`src/ifp_pkg.sv`:
```
// Shared types, character codes and precedence functions for the
// infix-to-postfix core. No dependencies.
`default_nettype none

package ifp_pkg;

  localparam int unsigned STACK_DEPTH_DEF = 16;

  localparam logic [7:0] CHR_POW    = 8'h24;  // '$'
  localparam logic [7:0] CHR_LPAREN = 8'h28;  // '('
  localparam logic [7:0] CHR_RPAREN = 8'h29;  // ')'
  localparam logic [7:0] CHR_MUL    = 8'h2A;  // '*'
  localparam logic [7:0] CHR_PLUS   = 8'h2B;  // '+'
  localparam logic [7:0] CHR_MINUS  = 8'h2D;  // '-'
  localparam logic [7:0] CHR_DIV    = 8'h2F;  // '/'
  localparam logic [7:0] CHR_UPPER_A = 8'd65;
  localparam logic [7:0] CHR_UPPER_Z = 8'd90;
  localparam logic [7:0] CHR_DIGIT_0 = 8'd48;
  localparam logic [7:0] CHR_DIGIT_9 = 8'd57;
  localparam logic [7:0] CHR_LOWER_A = 8'd97;
  localparam logic [7:0] CHR_LOWER_Z = 8'd122;

  typedef struct packed {
    logic [7:0] out_char;
    logic       is_terminator;
    logic       overflow;
    logic       last;
  } result_t;

  function automatic logic is_operand(input logic [7:0] c);
    is_operand = (c >= CHR_UPPER_A && c <= CHR_UPPER_Z) ||
                 (c >= CHR_DIGIT_0 && c <= CHR_DIGIT_9) ||
                 (c >= CHR_LOWER_A && c <= CHR_LOWER_Z);
  endfunction

  // True when the stacked top must be emitted before c is handled.
  function automatic logic should_pop(input logic [7:0] top, input logic [7:0] c);
    if (top == CHR_LPAREN || c == CHR_LPAREN) begin
      should_pop = 1'b0;
    end else if (c == CHR_RPAREN) begin
      should_pop = 1'b1;
    end else if (top == CHR_POW && c == CHR_POW) begin
      should_pop = 1'b0;
    end else if (top == c) begin
      should_pop = 1'b1;
    end else if (top == CHR_POW) begin
      should_pop = 1'b1;
    end else if ((top == CHR_MUL || top == CHR_DIV) && c != CHR_POW) begin
      should_pop = 1'b1;
    end else begin
      should_pop = (top == CHR_PLUS && c == CHR_MINUS) ||
                   (top == CHR_MINUS && c == CHR_PLUS);
    end
  endfunction

endpackage

`default_nettype wire

```
`src/ifp_stack_mem.sv`:
```
// Operator stack storage: one write port, one registered read port, with
// write-to-read forwarding. No package dependencies.
`default_nettype none

module ifp_stack_mem #(
  parameter int unsigned STACK_DEPTH = 16,
  localparam int unsigned AW = $clog2(STACK_DEPTH)
) (
  input  wire logic          clk_i,
  input  wire logic          wr_en_i,
  input  wire logic [AW-1:0] wr_addr_i,
  input  wire logic [7:0]    wr_data_i,
  input  wire logic [AW-1:0] rd_addr_i,
  output logic      [7:0]    rd_data_o
);

  logic [7:0] mem_q [STACK_DEPTH];
  logic [7:0] rd_data_q;

  always_ff @(posedge clk_i) begin
    if (wr_en_i) begin
      mem_q[wr_addr_i] <= wr_data_i;
    end
  end

  // A push writes the entry that becomes the new top in the same cycle,
  // so that word is forwarded into the read register.
  always_ff @(posedge clk_i) begin
    if (wr_en_i && wr_addr_i == rd_addr_i) begin
      rd_data_q <= wr_data_i;
    end else begin
      rd_data_q <= mem_q[rd_addr_i];
    end
  end

  assign rd_data_o = rd_data_q;

endmodule

`default_nettype wire

```
`src/ifp_ctrl.sv`:
```
// Sequencer of the infix-to-postfix core: stack count, overflow flag,
// pending pop word and push/pop decisions. Depends on ifp_pkg.
`default_nettype none

module ifp_ctrl #(
  parameter int unsigned STACK_DEPTH = ifp_pkg::STACK_DEPTH_DEF,
  localparam int unsigned AW = $clog2(STACK_DEPTH),
  localparam int unsigned CW = $clog2(STACK_DEPTH + 1)
) (
  input  wire logic             clk_i,
  input  wire logic             rst_ni,
  input  wire logic             in_valid_i,
  output logic                  in_ready_o,
  input  wire logic             in_end_i,
  input  wire logic [7:0]       in_symbol_i,
  output logic                  emit_valid_o,
  output ifp_pkg::result_t      emit_o,
  input  wire logic             emit_free_i,
  output logic                  wr_en_o,
  output logic [AW-1:0]         wr_addr_o,
  output logic [7:0]            wr_data_o,
  output logic [AW-1:0]         rd_addr_o,
  input  wire logic [7:0]       top_i
);

  localparam logic ST_IDLE = 1'b0;
  localparam logic ST_RUN  = 1'b1;

  logic          state_q, state_d;
  logic [CW-1:0] count_q, count_d;
  logic          ovf_q, ovf_d;
  logic          pend_vld_q, pend_vld_d;
  logic [7:0]    pend_q, pend_d;
  logic          end_q;
  logic [7:0]    sym_q;
  logic          pop_ok;
  logic          go;
  logic [CW-1:0] count_m1;

  assign in_ready_o = (state_q == ST_IDLE);
  assign pop_ok = (count_q != '0) && ifp_pkg::should_pop(top_i, sym_q);

  always_comb begin
    state_d      = state_q;
    count_d      = count_q;
    ovf_d        = ovf_q;
    pend_vld_d   = pend_vld_q;
    pend_d       = pend_q;
    emit_valid_o = 1'b0;
    emit_o       = '{out_char: pend_q, is_terminator: 1'b0, overflow: ovf_q, last: 1'b0};
    wr_en_o      = 1'b0;
    wr_addr_o    = count_q[AW-1:0];
    wr_data_o    = sym_q;
    go           = 1'b0;
    case (state_q)
      ST_IDLE: begin
        if (in_valid_i) begin
          state_d = ST_RUN;
        end
      end
      ST_RUN: begin
        if (end_q) begin
          emit_valid_o = 1'b1;
          if (count_q != '0) begin
            emit_o.out_char = top_i;
            if (emit_free_i) begin
              count_d = count_q - CW'(1);
            end
          end else begin
            emit_o = '{out_char: 8'h00, is_terminator: 1'b1, overflow: ovf_q, last: 1'b1};
            if (emit_free_i) begin
              ovf_d   = 1'b0;
              state_d = ST_IDLE;
            end
          end
        end else if (ifp_pkg::is_operand(sym_q)) begin
          emit_valid_o    = 1'b1;
          emit_o.out_char = sym_q;
          emit_o.last     = 1'b1;
          if (emit_free_i) begin
            state_d = ST_IDLE;
          end
        end else if (pop_ok) begin
          // The held word is not the last one: another pop follows it.
          emit_valid_o = pend_vld_q;
          go = !pend_vld_q || emit_free_i;
          if (go) begin
            pend_d     = top_i;
            pend_vld_d = 1'b1;
            count_d    = count_q - CW'(1);
          end
        end else begin
          emit_valid_o = pend_vld_q;
          emit_o.last  = 1'b1;
          go = !pend_vld_q || emit_free_i;
          if (go) begin
            pend_vld_d = 1'b0;
            state_d    = ST_IDLE;
            if (count_q == '0 || sym_q != ifp_pkg::CHR_RPAREN) begin
              if (count_q < CW'(STACK_DEPTH)) begin
                wr_en_o = 1'b1;
                count_d = count_q + CW'(1);
              end else begin
                ovf_d = 1'b1;
              end
            end else begin
              // Drop the matching open parenthesis.
              count_d = count_q - CW'(1);
            end
          end
        end
      end
      default: begin
        state_d = ST_IDLE;
      end
    endcase
  end

  // The read port always fetches the top of the stack as it will stand
  // next cycle.
  assign count_m1  = count_d - CW'(1);
  assign rd_addr_o = (count_d == '0) ? '0 : count_m1[AW-1:0];

  always_ff @(posedge clk_i or negedge rst_ni) begin
    if (!rst_ni) begin
      state_q    <= ST_IDLE;
      count_q    <= '0;
      ovf_q      <= 1'b0;
      pend_vld_q <= 1'b0;
    end else begin
      state_q    <= state_d;
      count_q    <= count_d;
      ovf_q      <= ovf_d;
      pend_vld_q <= pend_vld_d;
    end
  end

  always_ff @(posedge clk_i) begin
    pend_q <= pend_d;
    if (in_valid_i && in_ready_o) begin
      end_q <= in_end_i;
      sym_q <= in_symbol_i;
    end
  end

endmodule

`default_nettype wire

```
`src/ifp_out_reg.sv`:
```
// Output register of the infix-to-postfix core, holds one result word for
// the downstream stream. Depends on ifp_pkg.
`default_nettype none

module ifp_out_reg (
  input  wire logic              clk_i,
  input  wire logic              rst_ni,
  input  wire logic              load_valid_i,
  input  wire ifp_pkg::result_t  load_i,
  output logic                   free_o,
  output logic                   m_axis_tvalid_o,
  input  wire logic              m_axis_tready_i,
  output logic [7:0]             m_axis_tdata_o,
  output logic [1:0]             m_axis_tuser_o,
  output logic                   m_axis_tlast_o
);

  logic             vld_q;
  ifp_pkg::result_t res_q;

  assign free_o = !vld_q || m_axis_tready_i;

  always_ff @(posedge clk_i or negedge rst_ni) begin
    if (!rst_ni) begin
      vld_q <= 1'b0;
    end else if (free_o) begin
      vld_q <= load_valid_i;
    end
  end

  always_ff @(posedge clk_i) begin
    if (free_o && load_valid_i) begin
      res_q <= load_i;
    end
  end

  assign m_axis_tvalid_o = vld_q;
  assign m_axis_tdata_o  = res_q.out_char;
  assign m_axis_tuser_o  = {res_q.overflow, res_q.is_terminator};
  assign m_axis_tlast_o  = res_q.last;

endmodule

`default_nettype wire

```
`src/infix_to_postfix_converter_core.sv`:
```
// Top level of the infix-to-postfix converter: sequencer, operator stack
// memory and output register. Depends on ifp_pkg and the ifp_* modules.
//
//  Channel   Dir  Handshake              Payload
//  s_axis    in   tvalid/tready          tdata = symbol, tuser = action
//  m_axis    out  tvalid/tready, tlast   tdata = out_char,
//                                        tuser = {overflow, is_terminator}
//
// An operand's result word goes from the sequencer into the output register.
// An operator pops the entries that yield to it, then is pushed, or for ')'
// drops its '('; end of expression pops every stacked entry, then emits the
// terminator. The single stack read port sets the pace of one pop per cycle
// while the output register is free. One word is taken at a time.
// After reset the stack is empty and the overflow flag clear.
// A stalled output register holds the sequencer until it drains.
`default_nettype none

module infix_to_postfix_converter_core #(
  parameter int unsigned STACK_DEPTH = ifp_pkg::STACK_DEPTH_DEF
) (
  input  wire logic       clk_i,
  input  wire logic       rst_ni,
  input  wire logic       s_axis_tvalid_i,
  output logic            s_axis_tready_o,
  input  wire logic [7:0] s_axis_tdata_i,   // [7:0] symbol
  input  wire logic       s_axis_tuser_i,   // [0] action
  output logic            m_axis_tvalid_o,
  input  wire logic       m_axis_tready_i,
  output logic [7:0]      m_axis_tdata_o,   // [7:0] out_char
  output logic [1:0]      m_axis_tuser_o,   // [0] is_terminator, [1] overflow
  output logic            m_axis_tlast_o
);

  localparam int unsigned AW = $clog2(STACK_DEPTH);

  logic             emit_valid;
  ifp_pkg::result_t emit;
  logic             emit_free;
  logic             wr_en;
  logic [AW-1:0]    wr_addr;
  logic [7:0]       wr_data;
  logic [AW-1:0]    rd_addr;
  logic [7:0]       top;

  ifp_ctrl #(
    .STACK_DEPTH(STACK_DEPTH)
  ) u_ctrl (
    .clk_i       (clk_i),
    .rst_ni      (rst_ni),
    .in_valid_i  (s_axis_tvalid_i),
    .in_ready_o  (s_axis_tready_o),
    .in_end_i    (s_axis_tuser_i),
    .in_symbol_i (s_axis_tdata_i),
    .emit_valid_o(emit_valid),
    .emit_o      (emit),
    .emit_free_i (emit_free),
    .wr_en_o     (wr_en),
    .wr_addr_o   (wr_addr),
    .wr_data_o   (wr_data),
    .rd_addr_o   (rd_addr),
    .top_i       (top)
  );

  ifp_stack_mem #(
    .STACK_DEPTH(STACK_DEPTH)
  ) u_stack (
    .clk_i    (clk_i),
    .wr_en_i  (wr_en),
    .wr_addr_i(wr_addr),
    .wr_data_i(wr_data),
    .rd_addr_i(rd_addr),
    .rd_data_o(top)
  );

  ifp_out_reg u_out (
    .clk_i          (clk_i),
    .rst_ni         (rst_ni),
    .load_valid_i   (emit_valid),
    .load_i         (emit),
    .free_o         (emit_free),
    .m_axis_tvalid_o(m_axis_tvalid_o),
    .m_axis_tready_i(m_axis_tready_i),
    .m_axis_tdata_o (m_axis_tdata_o),
    .m_axis_tuser_o (m_axis_tuser_o),
    .m_axis_tlast_o (m_axis_tlast_o)
  );

endmodule

`default_nettype wire

```
`config.mk`:
```
export PLATFORM = sky130hd
export DESIGN_NAME = infix_to_postfix_converter_core
export DESIGN_NICKNAME = d
export VERILOG_FILES = /design/src/ifp_pkg.sv /design/src/ifp_stack_mem.sv /design/src/ifp_ctrl.sv /design/src/ifp_out_reg.sv /design/src/infix_to_postfix_converter_core.sv
export SDC_FILE = /design/constraint.sdc
export NUM_CORES = 1
export LEC_CHECK = 0
export BUFFER_PORTS_ARGS = -buffer_cell sky130_fd_sc_hd__buf_2
export CORE_AREA = 2 2 111 113
export DETAILED_ROUTE_END_ITERATION = 12
export DIE_AREA = 0 0 113 115
export PLACE_DENSITY_LB_ADDON = 0.3
export SLEW_MARGIN = 20
export SYNTH_ARGS = -nofsm -noshare
export SYNTH_HDL_FRONTEND = slang
export SYNTH_SLANG_ARGS = --single-unit
```
`constraint.sdc`:
```
create_clock -name clk_i -period 10.2 [get_ports clk_i]
set_input_delay 1.02 -clock clk_i [delete_from_list [all_inputs] [get_ports clk_i]]
set_output_delay 1.02 -clock clk_i [all_outputs]
set_load 0.01 [all_outputs]
```
# Yosys cells after proc, flatten, opt, wreduce, memory -nomap -nowiden
# Memories as Yosys holds them, arrays and structs flattened. A register that Yosys moved wholly into a read port is not among the register bits.
# Index checks and enable logic that the tools add are counted.
[op_classes]
n_eq_ne = 19
order_cmp = 7
reduce_logical = 29
bitwise = 3
n_mux = 57
addsub = 3
[ops]
columns = ["op", "count"]
rows = [
  ["$eq A8 B6 Y1 const B", 11],
  ["$mux W5", 10],
  ["$mux W1", 39],
  ["$mux W8", 3],
  ["$ge A8 B7 Y1 const B", 2],
  ["$le A8 B7 Y1 const B", 2],
  ["$ne A8 B6 Y1 const B", 2],
  ["$mux W11", 1],
  ["$logic_and A1 B1 Y1", 10],
  ["$logic_not A5 Y1", 2],
  ["$eq A8 B8 Y1", 1],
  ["$ge A8 B6 Y1 const B", 1],
  ["$le A8 B6 Y1 const B", 1],
  ["$logic_or A1 B1 Y1", 8],
  ["$ne A2 B1 Y1 const B", 4],
  ["$reduce_and A8 Y1", 1],
  ["$add A5 B1 Y5 const B", 1],
  ["$lt A5 B5 Y1 const B", 1],
  ["$reduce_and A5 Y1", 1],
  ["$reduce_bool A5 Y1", 1],
  ["$sub A5 B1 Y5 const B", 1],
  ["$mux W4", 1],
  ["$reduce_and A4 Y1", 1],
  ["$reduce_bool A2 Y1", 2],
  ["8 further kinds", 11],
]
[totals]
ram_bits = 128
inputBits = 13
mem_count = 1
elab_cells = 131
ff_bits = 37
[memory_table]
columns = ["memory", "depth", "word_bits", "rd", "rd_clocked_by_memory_dff", "wr", "line", "text"]
rows = [
  ["u_stack.mem_q", 16, 8, 1, 1, 1, "ifp_stack_mem.sv:17", "logic [7:0] mem_q [STACK_DEPTH];"],
]

# Longest topological paths before layout
# Gate-level depths: netlist of run 1.
[depth]
depth_word = 16
ltp_mapped = 19

# Hierarchy
# Synthesis of run 1 repeated with hierarchy kept, for this count alone.
[unflattened]
cells_unflattened = 470
area_unflattened_um2 = 7519.7
[by_module_without_submodules]
columns = ["module", "cells_per_inst", "seq_area_each_um2", "instances", "area_per_inst_um2"]
rows = [
  ["ifp_stack_mem", 225, 3923.8, 1, 5067.4],
  ["ifp_ctrl", 230, 710.7, 1, 2068.2],
  ["ifp_out_reg", 15, 355.3, 1, 384.1],
]

# Worst setup path before layout of run 1
# OpenSTA, ideal clock, no wires.
[synth_path]
path_type = "register to register"
startpoint = "register (tool-made name)"
endpoint = "memory u_stack.mem_q[3][0], enable pin"
required_time_ns = 9.817
setup_slack_ns = 6.203
setup_time_ns = 0.383
t_arrival_ns = 3.613
stages_incl_launch_ff = 13
synth_period_minus_slack_ns = 3.997
cell_sequence = "dfxtp_1 -> buf_6 -> buf_12 -> mux4_2 -> mux2_2 -> nor2_2 -> a32oi_1 -> or4_1 -> nand2_1 -> o21a_4 -> nor3b_1 -> nand2_1 -> nor3_1"
[synth_rtl]
columns = ["item", "line"]
rows = [
  ["to (decl)", "ifp_stack_mem.sv:17"],
]

==> results of run 1 <==
==> metrics by stage <==
step / hold WS, ps / util (%) / area [µm²]
CTS: 440 / 72.4 / 8550
global placement: 475 / 67.4 / 7960
floorplan: 448 / - / 7800
global route: 448 / 72.5 / 8560
finish: 440 / 72.5 / 8560
detailed placement: 490 / 67.4 / 7970
==> metal layers <==
metal	share of wire, %	GRT usage, %	vias to the layer above	wire length [µm]
met1	42	41.2	2346	7060
met4	2.1	9.19	0	356
met3	8.7	6.33	38	1460
met5	0	0	-	0
li1	-	-	2103	-
met2	47	41.5	289	7980
==> sequential cells by signal (all words and copies together), names as in the netlist, named ones only <==
signal and count:
u_ctrl.end_q 1, u_ctrl.ovf_q 1, u_ctrl.state_q 1, u_ctrl.count_q 5
u_ctrl.wr_data_o 8, u_ctrl.pend_vld_q 1, u_out.m_axis_tdata_o 8, u_out.m_axis_tvalid_o 1
u_ctrl.pend_q 8, u_out.m_axis_tuser_o 2, u_stack.mem_q 128, u_out.m_axis_tlast_o 1
==> cells in the mapped netlist, types with 6 or more instances <==
library cell and count:
nand3_1 8, nor2_1 35, nand2b_1 8, mux4_2 27
xnor2_1 6, inv_1 10, dfrtp_1 9, nor3_1 13
edfxtp_1 156, a21oi_1 14, mux2i_1 24, ha_1 7
o21ai_0 23, clkbuf_1 13, nand2_1 42
==> placed cells by master (no fill, tap or decap), drive strengths merged, types with 8 or more instances in the layout <==
master and n:
mux2i 27, buf 27, inv 22, nor3 14, o21ai 23, edfxtp 156
nor2 37, mux2 8, dfrtp 9, nand2 42, mux4 29, a21oi 14
nand2b 8, clkbuf 17, nand3 8
==> how the worst max path moves through the flow <==
stage | depth (start not counted) | startpoint | slack (ps) | to
6_report | 10 | register | 5110 | u_stack.mem_q[11][1]
5_1_grt | 10 | register | 4750 | u_stack.mem_q[12][6]
4_1_cts | 10 | register | 4900 | u_stack.mem_q[0][5]
3_5_place_dp | 10 | register | 4970 | u_stack.mem_q[1][7]
3_3_place_gp | 10 | register | 5070 | u_stack.mem_q[2][2]
2_1_floorplan | 12 | register | 6200 | u_stack.mem_q[3][0]
==> worst register-to-register path, stage by stage (launching register included) <==
cell and delay, ps:
dfxtp_2 990, mux2_1 410, or3_1 310, a41oi_1 350, a32oi_1 210, or4_1 580, nand2_1 190, o21a_4 210
nor3b_1 470, nand2_1 240, nor2_1 750
==> kinds of logic (layout without fill, tap and decap cells) <==
logic type	after synthesis	count (layout)
adder cells (fa/ha/maj)	7	7
XOR/XNOR	8	8
flip-flops	169	169
buffers and inverters	37	72
multiplexers	64	64
AND/OR/NAND/NOR	150	150
AO/OA/AOI/OAI	86	86
==> power groups by stage <==
stage | combinational [µW] | clock [µW] | sequential, µW
after floorplan | 748 | 0 | 927
after global placement | 811 | 0 | 1050
after detailed placement | 825 | 0 | 1050
after CTS | 832 | 633 | 1040
after global routing | 907 | 663 | 1060
final | 844 | 626 | 1040
==> area by class of cell <==
type / instances / share of cell area, %
multi-input cells: 315 / 30.6
clock inverters: 15 / 1.83
inverters: 13 / 0.570
flip-flops and latches: 169 / 58.3
well taps: 147 / 2.15
repair buffers: 27 / 1.64
clock buffers: 17 / 4.97
==> flow_summary.html, run 1 <==
<table>
<tr><th>Metric</th><th>Value</th></tr>
<tr><th colspan="2">Floorplan</th></tr>
<tr><td># rows</td><td>40</td></tr>
<tr><td>Die height</td><td>115 µm</td></tr>
<tr><td>Die width</td><td>113 µm</td></tr>
<tr><td>Core region area</td><td>11800 µm²</td></tr>
<tr><td>Num ports</td><td>26</td></tr>
<tr><td>Area of the die</td><td>13000 µm²</td></tr>
<tr><td>Starting density of the core</td><td>66.1%</td></tr>
<tr><th colspan="2">Routing</th></tr>
<tr><td>Violation count after the first detailed-route iteration</td><td>752</td></tr>
<tr><td>Post-DR wirelength/cell</td><td>24.0 µm</td></tr>
<tr><td>Via/cell ratio</td><td>6.79</td></tr>
<tr><td>DR DRC count</td><td>2</td></tr>
<tr><td>Drt total wl</td><td>16.9 mm</td></tr>
<tr><td>Drt pass-1 iters</td><td>9</td></tr>
<tr><td>Via count</td><td>4776</td></tr>
<tr><td>Antenna-violating nets left</td><td>0</td></tr>
<tr><th colspan="2">Worst setup path</th></tr>
<tr><td>Crit path launch type</td><td>register</td></tr>
<tr><td>Ordered cell list for the critical path</td><td>mux2_1 -&gt; or3_1 -&gt; a41oi_1 -&gt; a32oi_1 -&gt; or4_1 -&gt; nand2_1 -&gt; o21a_4 -&gt; nor3b_1 -&gt; nand2_1 -&gt; nor2_1</td></tr>
<tr><td>Destination of the worst register-to-register timing path</td><td>u_stack.mem_q[11][1]</td></tr>
<tr><td>Worst-path cell with the longest stage delay</td><td>dfxtp_2</td></tr>
<tr><td>Critical-path maximum fanout</td><td>35</td></tr>
<tr><td>CP required</td><td>10250 ps</td></tr>
<tr><td>Top cell family by delay on the critical path</td><td>simple AND/OR/NAND/NOR gates</td></tr>
<tr><td>Buffering stage count on the worst path with inverters included</td><td>0</td></tr>
<tr><td>Worst path arrival time</td><td>5130 ps</td></tr>
<tr><td>Largest stage delay on the critical path</td><td>990 ps</td></tr>
<tr><td>Most common cell type on the critical path</td><td>nand2_1</td></tr>
<tr><td>Worst setup EP type</td><td>register</td></tr>
<tr><td>Number of cells traversed by the worst register-to-register path</td><td>10</td></tr>
<tr><td>Setup slack, reg-to-reg</td><td>5110 ps</td></tr>
<tr><td>Critical path class</td><td>register to register</td></tr>
<tr><th colspan="2">Synth</th></tr>
<tr><td>Post-Synth Adder-Cell Area</td><td>1.12%</td></tr>
<tr><td>Fraction of post-synthesis cell area in the top cell type by area</td><td>60.0%</td></tr>
<tr><td>Sequential-to-total area share from yosys stat</td><td>64.0%</td></tr>
<tr><td>Share of synthesized area spent on multiplexers</td><td>13.6%</td></tr>
<tr><td>Async set-or-reset flop fraction in the synthesized netlist</td><td>5.33%</td></tr>
<tr><td>Top flip-flop cell by instance count after synthesis</td><td>edfxtp_1</td></tr>
<tr><td>Xor and xnor fraction of the mapped netlist area</td><td>0.898%</td></tr>
<tr><td>Mapped Cells</td><td>521</td></tr>
<tr><td>Post-Synthesis Cell Area</td><td>7800 µm²</td></tr>
<tr><td>Number of synthesized register bits</td><td>169</td></tr>
<tr><td>Number of nets produced by synthesis</td><td>541</td></tr>
<tr><td>Simple-gate portion of the synthesized area</td><td>9.81%</td></tr>
<tr><td>Netlist cell types</td><td>72</td></tr>
<tr><td>Mean instance size in the synthesized netlist</td><td>15.0 µm²</td></tr>
<tr><td>Fraction of the mapped netlist area in compound gates</td><td>7.83%</td></tr>
<tr><td>Dominant combinational cell family by area after synthesis</td><td>multiplexers</td></tr>
<tr><td>Cells taking the most area after synthesis</td><td>edfxtp_1, mux4_2, mux2i_1</td></tr>
<tr><td>Count of warnings emitted by yosys</td><td>0</td></tr>
<tr><td>Cell taking the most area after synthesis</td><td>edfxtp_1</td></tr>
<tr><td>Number of enable flip-flop cells after synthesis</td><td>156</td></tr>
<tr><th colspan="2">Status</th></tr>
<tr><td>Violations in the final reports</td><td>DRC</td></tr>
<tr><td>Outcome</td><td>finished, violations left</td></tr>
<tr><th colspan="2">Timing</th></tr>
<tr><td>Ratio of final minimum period to clock period</td><td>49.9%</td></tr>
<tr><td>Setup slack of the critical path after layout</td><td>5110 ps</td></tr>
<tr><td>Setup repair after global routing missed its margin</td><td>false</td></tr>
<tr><td>Actual slew at the worst max-slew pin</td><td>1050 ps</td></tr>
<tr><td>Relative slew slack</td><td>30.1%</td></tr>
<tr><td>Number of endpoints failing setup at the final stage</td><td>0</td></tr>
<tr><td>Count of pins over their slew limit</td><td>0</td></tr>
<tr><td>Min Clock Period, post-route</td><td>5090 ps</td></tr>
<tr><td>Post-Route Skew</td><td>6.98 ps</td></tr>
<tr><td>Fin. Hold Viols</td><td>0</td></tr>
<tr><td>Post-Route Setup TNS</td><td>0 ps</td></tr>
<tr><td>Maximum frequency from static timing analysis</td><td>197 MHz</td></tr>
<tr><th colspan="2">Power and ir drop</th></tr>
<tr><td>Net switching component of the power</td><td>928 µW</td></tr>
<tr><td>Fraction of power consumed by combinational cells</td><td>33.6%</td></tr>
<tr><td>Switching power share of the total</td><td>36.9%</td></tr>
<tr><td>Power density cells</td><td>293 nW/µm²</td></tr>
<tr><td>Worst vdd rail ir drop</td><td>0.000257 V</td></tr>
<tr><td>P_leak</td><td>0.00287 µW</td></tr>
<tr><td>Internal Power</td><td>1580 µW</td></tr>
<tr><td>Total chip power</td><td>2510 µW</td></tr>
<tr><td>Sequential fraction of design power</td><td>41.5%</td></tr>
<tr><td>Power share of the clock group</td><td>24.9%</td></tr>
<tr><th colspan="2">Hold path</th></tr>
<tr><td>Min-Delay Path Class</td><td>input port to async pin</td></tr>
<tr><th colspan="2">GRT</th></tr>
<tr><td>Remaining global-route overflow</td><td>0</td></tr>
<tr><td>Maximum number of pins on one net before global-route repair</td><td>36</td></tr>
<tr><td>First-pass GRT wire length</td><td>26.2 mm</td></tr>
<tr><td>GRT Util Overall</td><td>27.7%</td></tr>
<tr><td>Initial antenna violation count</td><td>0</td></tr>
<tr><td>Number of global-route vias before repair</td><td>4517</td></tr>
<tr><th colspan="2">Clock tree</th></tr>
<tr><td>Worst skew pair latency</td><td>430 ps</td></tr>
<tr><td>Clock tree buffer depth</td><td>2</td></tr>
<tr><td>Depth of the CTS H-tree</td><td>4</td></tr>
<tr><td>Hold Buf Count CTS</td><td>0</td></tr>
<tr><td>Number of clock sinks</td><td>169</td></tr>
<tr><td>PostCTS Resize Cnt</td><td>0</td></tr>
<tr><td>Num CTS Buffers</td><td>17</td></tr>
<tr><td>TritonCTS clock tree</td><td>yes</td></tr>
<tr><td>Clock edge transition at the registers on the reported setup and hold paths</td><td>70 ps</td></tr>
<tr><td>Setup bufs post-CTS</td><td>0</td></tr>
<tr><td>Root buffer selected by CTS</td><td>clkbuf_16</td></tr>
<tr><th colspan="2">Place</th></tr>
<tr><td>Routability Congestion</td><td>0.931</td></tr>
<tr><td>Port bufs</td><td>25</td></tr>
<tr><td>Post-placement worst setup slack</td><td>4970 ps</td></tr>
<tr><td>Detailed-placement wirelength estimate</td><td>11.1 mm</td></tr>
<tr><td>Placed Cells</td><td>671</td></tr>
<tr><th colspan="2">Final layout</th></tr>
<tr><td>Antenna diode count</td><td>0</td></tr>
<tr><td>Area used by multi-input combinational logic</td><td>2620 µm²</td></tr>
<tr><td>Layout fillers</td><td>729</td></tr>
<tr><td>Area taken by flip-flops and latches</td><td>4990 µm²</td></tr>
<tr><td>Number of nets in the layout</td><td>563</td></tr>
<tr><td>Proportion of layout cells with a drive suffix above 1</td><td>20.7%</td></tr>
<tr><td>Layout overhead on the synthesized area</td><td>9.75%</td></tr>
<tr><td>Post-Layout Cell Count</td><td>703</td></tr>
<tr><th colspan="2">Run</th></tr>
<tr><td># Max-Cap Violations</td><td>0</td></tr>
</table>
Power figures use the tool's default switching activity.
==> inputs of run 2 (changes only) <==
--- a/config.mk
+++ b/config.mk
@@ -6,9 +6,9 @@
 export NUM_CORES = 1
 export LEC_CHECK = 0
 export BUFFER_PORTS_ARGS = -buffer_cell sky130_fd_sc_hd__buf_2
-export CORE_AREA = 2 2 111 113
+export CORE_AREA = 2 2 116 118
 export DETAILED_ROUTE_END_ITERATION = 12
-export DIE_AREA = 0 0 113 115
+export DIE_AREA = 0 0 118 120
 export PLACE_DENSITY_LB_ADDON = 0.3
 export SLEW_MARGIN = 20
 export SYNTH_ARGS = -nofsm -noshare
==> constraint.sdc (replaced) <==
create_clock -name clk_i -period 4.7 [get_ports clk_i]
set_input_delay 0.47 -clock clk_i [delete_from_list [all_inputs] [get_ports clk_i]]
set_output_delay 0.47 -clock clk_i [all_outputs]
set_load 0.01 [all_outputs]
==> run 2 against run 1 <==
Against the previous run: the run now ends clean; clock power grew 120%; global-route usage down 0.49 points; routed wire length rose by 7.0%; hold slack worse by 230 ps; critical path type unchanged; largest cell class unchanged.
==> flow_summary.html, run 2 (same netlist as run 1, synthesis figures left out) <==
<table>
<tr><th>Metric</th><th>Value</th></tr>
<tr><th colspan="2">Worst setup path</th></tr>
<tr><td>Worst-path cell with the longest stage delay</td><td>dfxtp_2</td></tr>
<tr><td>CP required</td><td>5000 ps</td></tr>
<tr><td>Top cell family by delay on the critical path</td><td>simple AND/OR/NAND/NOR gates</td></tr>
<tr><td>Largest stage delay on the critical path</td><td>580 ps</td></tr>
<tr><td>Crit path launch type</td><td>register</td></tr>
<tr><td>Critical-path maximum fanout</td><td>16</td></tr>
<tr><td>Critical path class</td><td>register to register</td></tr>
<tr><td>Ordered cell list for the critical path</td><td>buf_12 -&gt; mux4_2 -&gt; mux2_2 -&gt; nor2_2 -&gt; a32oi_1 -&gt; nor4_1 -&gt; nand2_1 -&gt; a21oi_1 -&gt; mux2_1 -&gt; or2_1 -&gt; inv_1 -&gt; ha_1 -&gt; inv_1 -&gt; nor3_2 -&gt; a21oi_1</td></tr>
<tr><td>Worst path arrival time</td><td>4720 ps</td></tr>
<tr><td>Buffering stage count on the worst path with inverters included</td><td>3</td></tr>
<tr><td>Worst setup EP type</td><td>register</td></tr>
<tr><th colspan="2">Final layout</th></tr>
<tr><td>Antenna diode count</td><td>0</td></tr>
<tr><td>Largest register FFs</td><td>128</td></tr>
<tr><td>Most frequent cells in the layout</td><td>edfxtp_1, nand2_1, nor2_1</td></tr>
<tr><td>Proportion of layout cells with a drive suffix above 1</td><td>23.8%</td></tr>
<tr><td>Layout overhead on the synthesized area</td><td>13.0%</td></tr>
<tr><td>Largest reg by FF count</td><td>u_stack.mem_q</td></tr>
<tr><td>Most common library cell in the layout ignoring fill and taps</td><td>edfxtp_1</td></tr>
<tr><td>Layout fillers</td><td>894</td></tr>
<tr><td>Number of nets in the layout</td><td>593</td></tr>
<tr><th colspan="2">Status</th></tr>
<tr><td>Outcome</td><td>completed</td></tr>
<tr><th colspan="2">Floorplan</th></tr>
<tr><td># rows</td><td>42</td></tr>
<tr><td>Core region area</td><td>13000 µm²</td></tr>
<tr><td>Die height</td><td>120 µm</td></tr>
<tr><td>Starting density of the core</td><td>60.1%</td></tr>
<tr><td>Die width</td><td>118 µm</td></tr>
<tr><td>Area of the die</td><td>14200 µm²</td></tr>
<tr><td>Num ports</td><td>26</td></tr>
<tr><th colspan="2">Timing</th></tr>
<tr><td>Ratio of final minimum period to clock period</td><td>94.0%</td></tr>
<tr><td>Post-Route Skew</td><td>11.2 ps</td></tr>
<tr><td>Min Clock Period, post-route</td><td>4420 ps</td></tr>
<tr><td>Fin. Hold Viols</td><td>0</td></tr>
<tr><td>Hold slack</td><td>211 ps</td></tr>
<tr><td>Setup repair after global routing missed its margin</td><td>false</td></tr>
<tr><td>Number of endpoints failing setup at the final stage</td><td>0</td></tr>
<tr><td>Relative slew slack</td><td>27.1%</td></tr>
<tr><td>Actual slew at the worst max-slew pin</td><td>1090 ps</td></tr>
<tr><td>Post-Route Setup TNS</td><td>0 ps</td></tr>
<tr><td>Count of pins over their slew limit</td><td>0</td></tr>
<tr><td>Maximum frequency from static timing analysis</td><td>226 MHz</td></tr>
<tr><th colspan="2">GRT</th></tr>
<tr><td>GRT Util Overall</td><td>27.2%</td></tr>
<tr><td>Grt met1 use</td><td>38.3%</td></tr>
<tr><td>Number of global-route vias before repair</td><td>4720</td></tr>
<tr><td>Global Route met3 Usage</td><td>5.56%</td></tr>
<tr><td>Initial antenna violation count</td><td>0</td></tr>
<tr><td>Met2 Track Usage GR</td><td>43.5%</td></tr>
<tr><td>Global routing's busiest layer</td><td>met2</td></tr>
<tr><td>Remaining global-route overflow</td><td>0</td></tr>
<tr><td>First-pass GRT wire length</td><td>28.1 mm</td></tr>
<tr><td>Maximum number of pins on one net before global-route repair</td><td>28</td></tr>
<tr><th colspan="2">Routing</th></tr>
<tr><td>Via count</td><td>4918</td></tr>
<tr><td>Via/cell ratio</td><td>6.46</td></tr>
<tr><td>Post-DR wirelength/cell</td><td>23.7 µm</td></tr>
<tr><td>Antenna-violating nets left</td><td>0</td></tr>
<tr><td>DR DRC count</td><td>0</td></tr>
<tr><td>Drt pass-1 iters</td><td>5</td></tr>
<tr><td>Drt total wl</td><td>18.0 mm</td></tr>
<tr><td>Violation count after the first detailed-route iteration</td><td>593</td></tr>
<tr><th colspan="2">Power and ir drop</th></tr>
<tr><td>Fraction of power consumed by combinational cells</td><td>37.0%</td></tr>
<tr><td>Worst vdd rail ir drop</td><td>0.000318 V</td></tr>
<tr><td>Sequential fraction of design power</td><td>38.3%</td></tr>
<tr><td>Switching power share of the total</td><td>36.9%</td></tr>
<tr><td>Net switching component of the power</td><td>2040 µW</td></tr>
<tr><td>Internal Power</td><td>3500 µW</td></tr>
<tr><td>P_leak</td><td>0.00302 µW</td></tr>
<tr><td>Power share of the clock group</td><td>24.7%</td></tr>
<tr><td>Power density cells</td><td>628 nW/µm²</td></tr>
<tr><th colspan="2">Clock tree</th></tr>
<tr><td>Number of clock sinks</td><td>169</td></tr>
<tr><td>Root buffer selected by CTS</td><td>clkbuf_16</td></tr>
<tr><td>Worst skew pair latency</td><td>430 ps</td></tr>
<tr><td>Num CTS Buffers</td><td>17</td></tr>
<tr><td>Depth of the CTS H-tree</td><td>4</td></tr>
<tr><td>Clock edge transition at the registers on the reported setup and hold paths</td><td>70 ps</td></tr>
<tr><td>Clock tree buffer depth</td><td>2</td></tr>
<tr><td>TritonCTS clock tree</td><td>yes</td></tr>
<tr><td>Setup bufs post-CTS</td><td>0</td></tr>
<tr><th colspan="2">Hold path</th></tr>
<tr><td>Min-Delay Path Class</td><td>input port to register</td></tr>
<tr><th colspan="2">Place</th></tr>
<tr><td>Routability Congestion</td><td>0.886</td></tr>
<tr><td>Detailed-placement wirelength estimate</td><td>12.1 mm</td></tr>
<tr><td>Port bufs</td><td>25</td></tr>
<tr><th colspan="2">Run</th></tr>
<tr><td># Max-Cap Violations</td><td>0</td></tr>
</table>
[run 2: changes by cell type in the layout (fill, tap and decap cells not counted), sizes merged]
cell,delta
buf,+29
inv,+1
clkinv,-3
dlygate4sd3,+1
clkinvlp,+1
[run 2: timing repair]
| item | CTS | global route |
|---|---|---|
| hold buffers | 1 | 0 |
| resized for setup | 0 | 0 |
| endpoints found under the hold margin | 9 | 0 |
[run 2: per-layer routing]
metal | vias up | share of wire, %
met5 | - | 0
met4 | 0 | 2.2
met3 | 31 | 7.8
met2 | 253 | 48
met1 | 2481 | 42
li1 | 2153 | -
[run 2: power groups by stage]
stage               Sequential [µW]  Combinational [µW]  Clock [µW]
floorplan                      2010                1620           0
global placement               2140                1960           0
detailed placement             2140                2010           0
CTS                            2120                2020        1390
global route                   2140                2210        1450
finish                         2120                2050        1370
[run 2: path summary, 6_finish.rpt]
check | endpoint | cells after the start | slack, ps | from
worst max-delay path | register | 15 | 280 | register
worst min-delay path | u_ctrl.end_q | 1 | 210 | s_axis_tuser_i
worst max register to register | register | 15 | 280 | register
worst min register to register | u_out.m_axis_tuser_o[1] | 0 | 500 | u_ctrl.ovf_q
max in group asynchronous | u_ctrl.pend_vld_q | 2 | 4060 | rst_ni
min in group asynchronous | u_ctrl.count_q[0] | 2 | 450 | rst_ni
[run 2: through the flow]
step / total power (µW) / utilization [%] / worst slack (ps) / instance area, µm² / std cells
2_1_floorplan: 3630 / - / 703 / 7800 / 521
3_3_place_gp: 4100 / 63.4 / 456 / 8230 / 729
3_5_place_dp: 4150 / 63.4 / 363 / 8230 / 729
4_1_cts: 5530 / 67.9 / 356 / 8820 / 761
5_1_grt: 5810 / 67.9 / 62.3 / 8820 / 761
6_report: 5540 / 67.9 / 280 / 8820 / 761
[run 2: final cells by class]
cell class | count | area, µm² | area share (%)
Inverter | 13 | 48.8 | 0.553
Clock inverter | 14 | 154 | 1.75
Sequential cell | 169 | 4990 | 56.6
Tap cell | 176 | 220 | 2.50
Multi-Input combinational cell | 315 | 2600 | 29.4
Clock buffer | 17 | 425 | 4.82
Timing Repair Buffer | 57 | 380 | 4.31
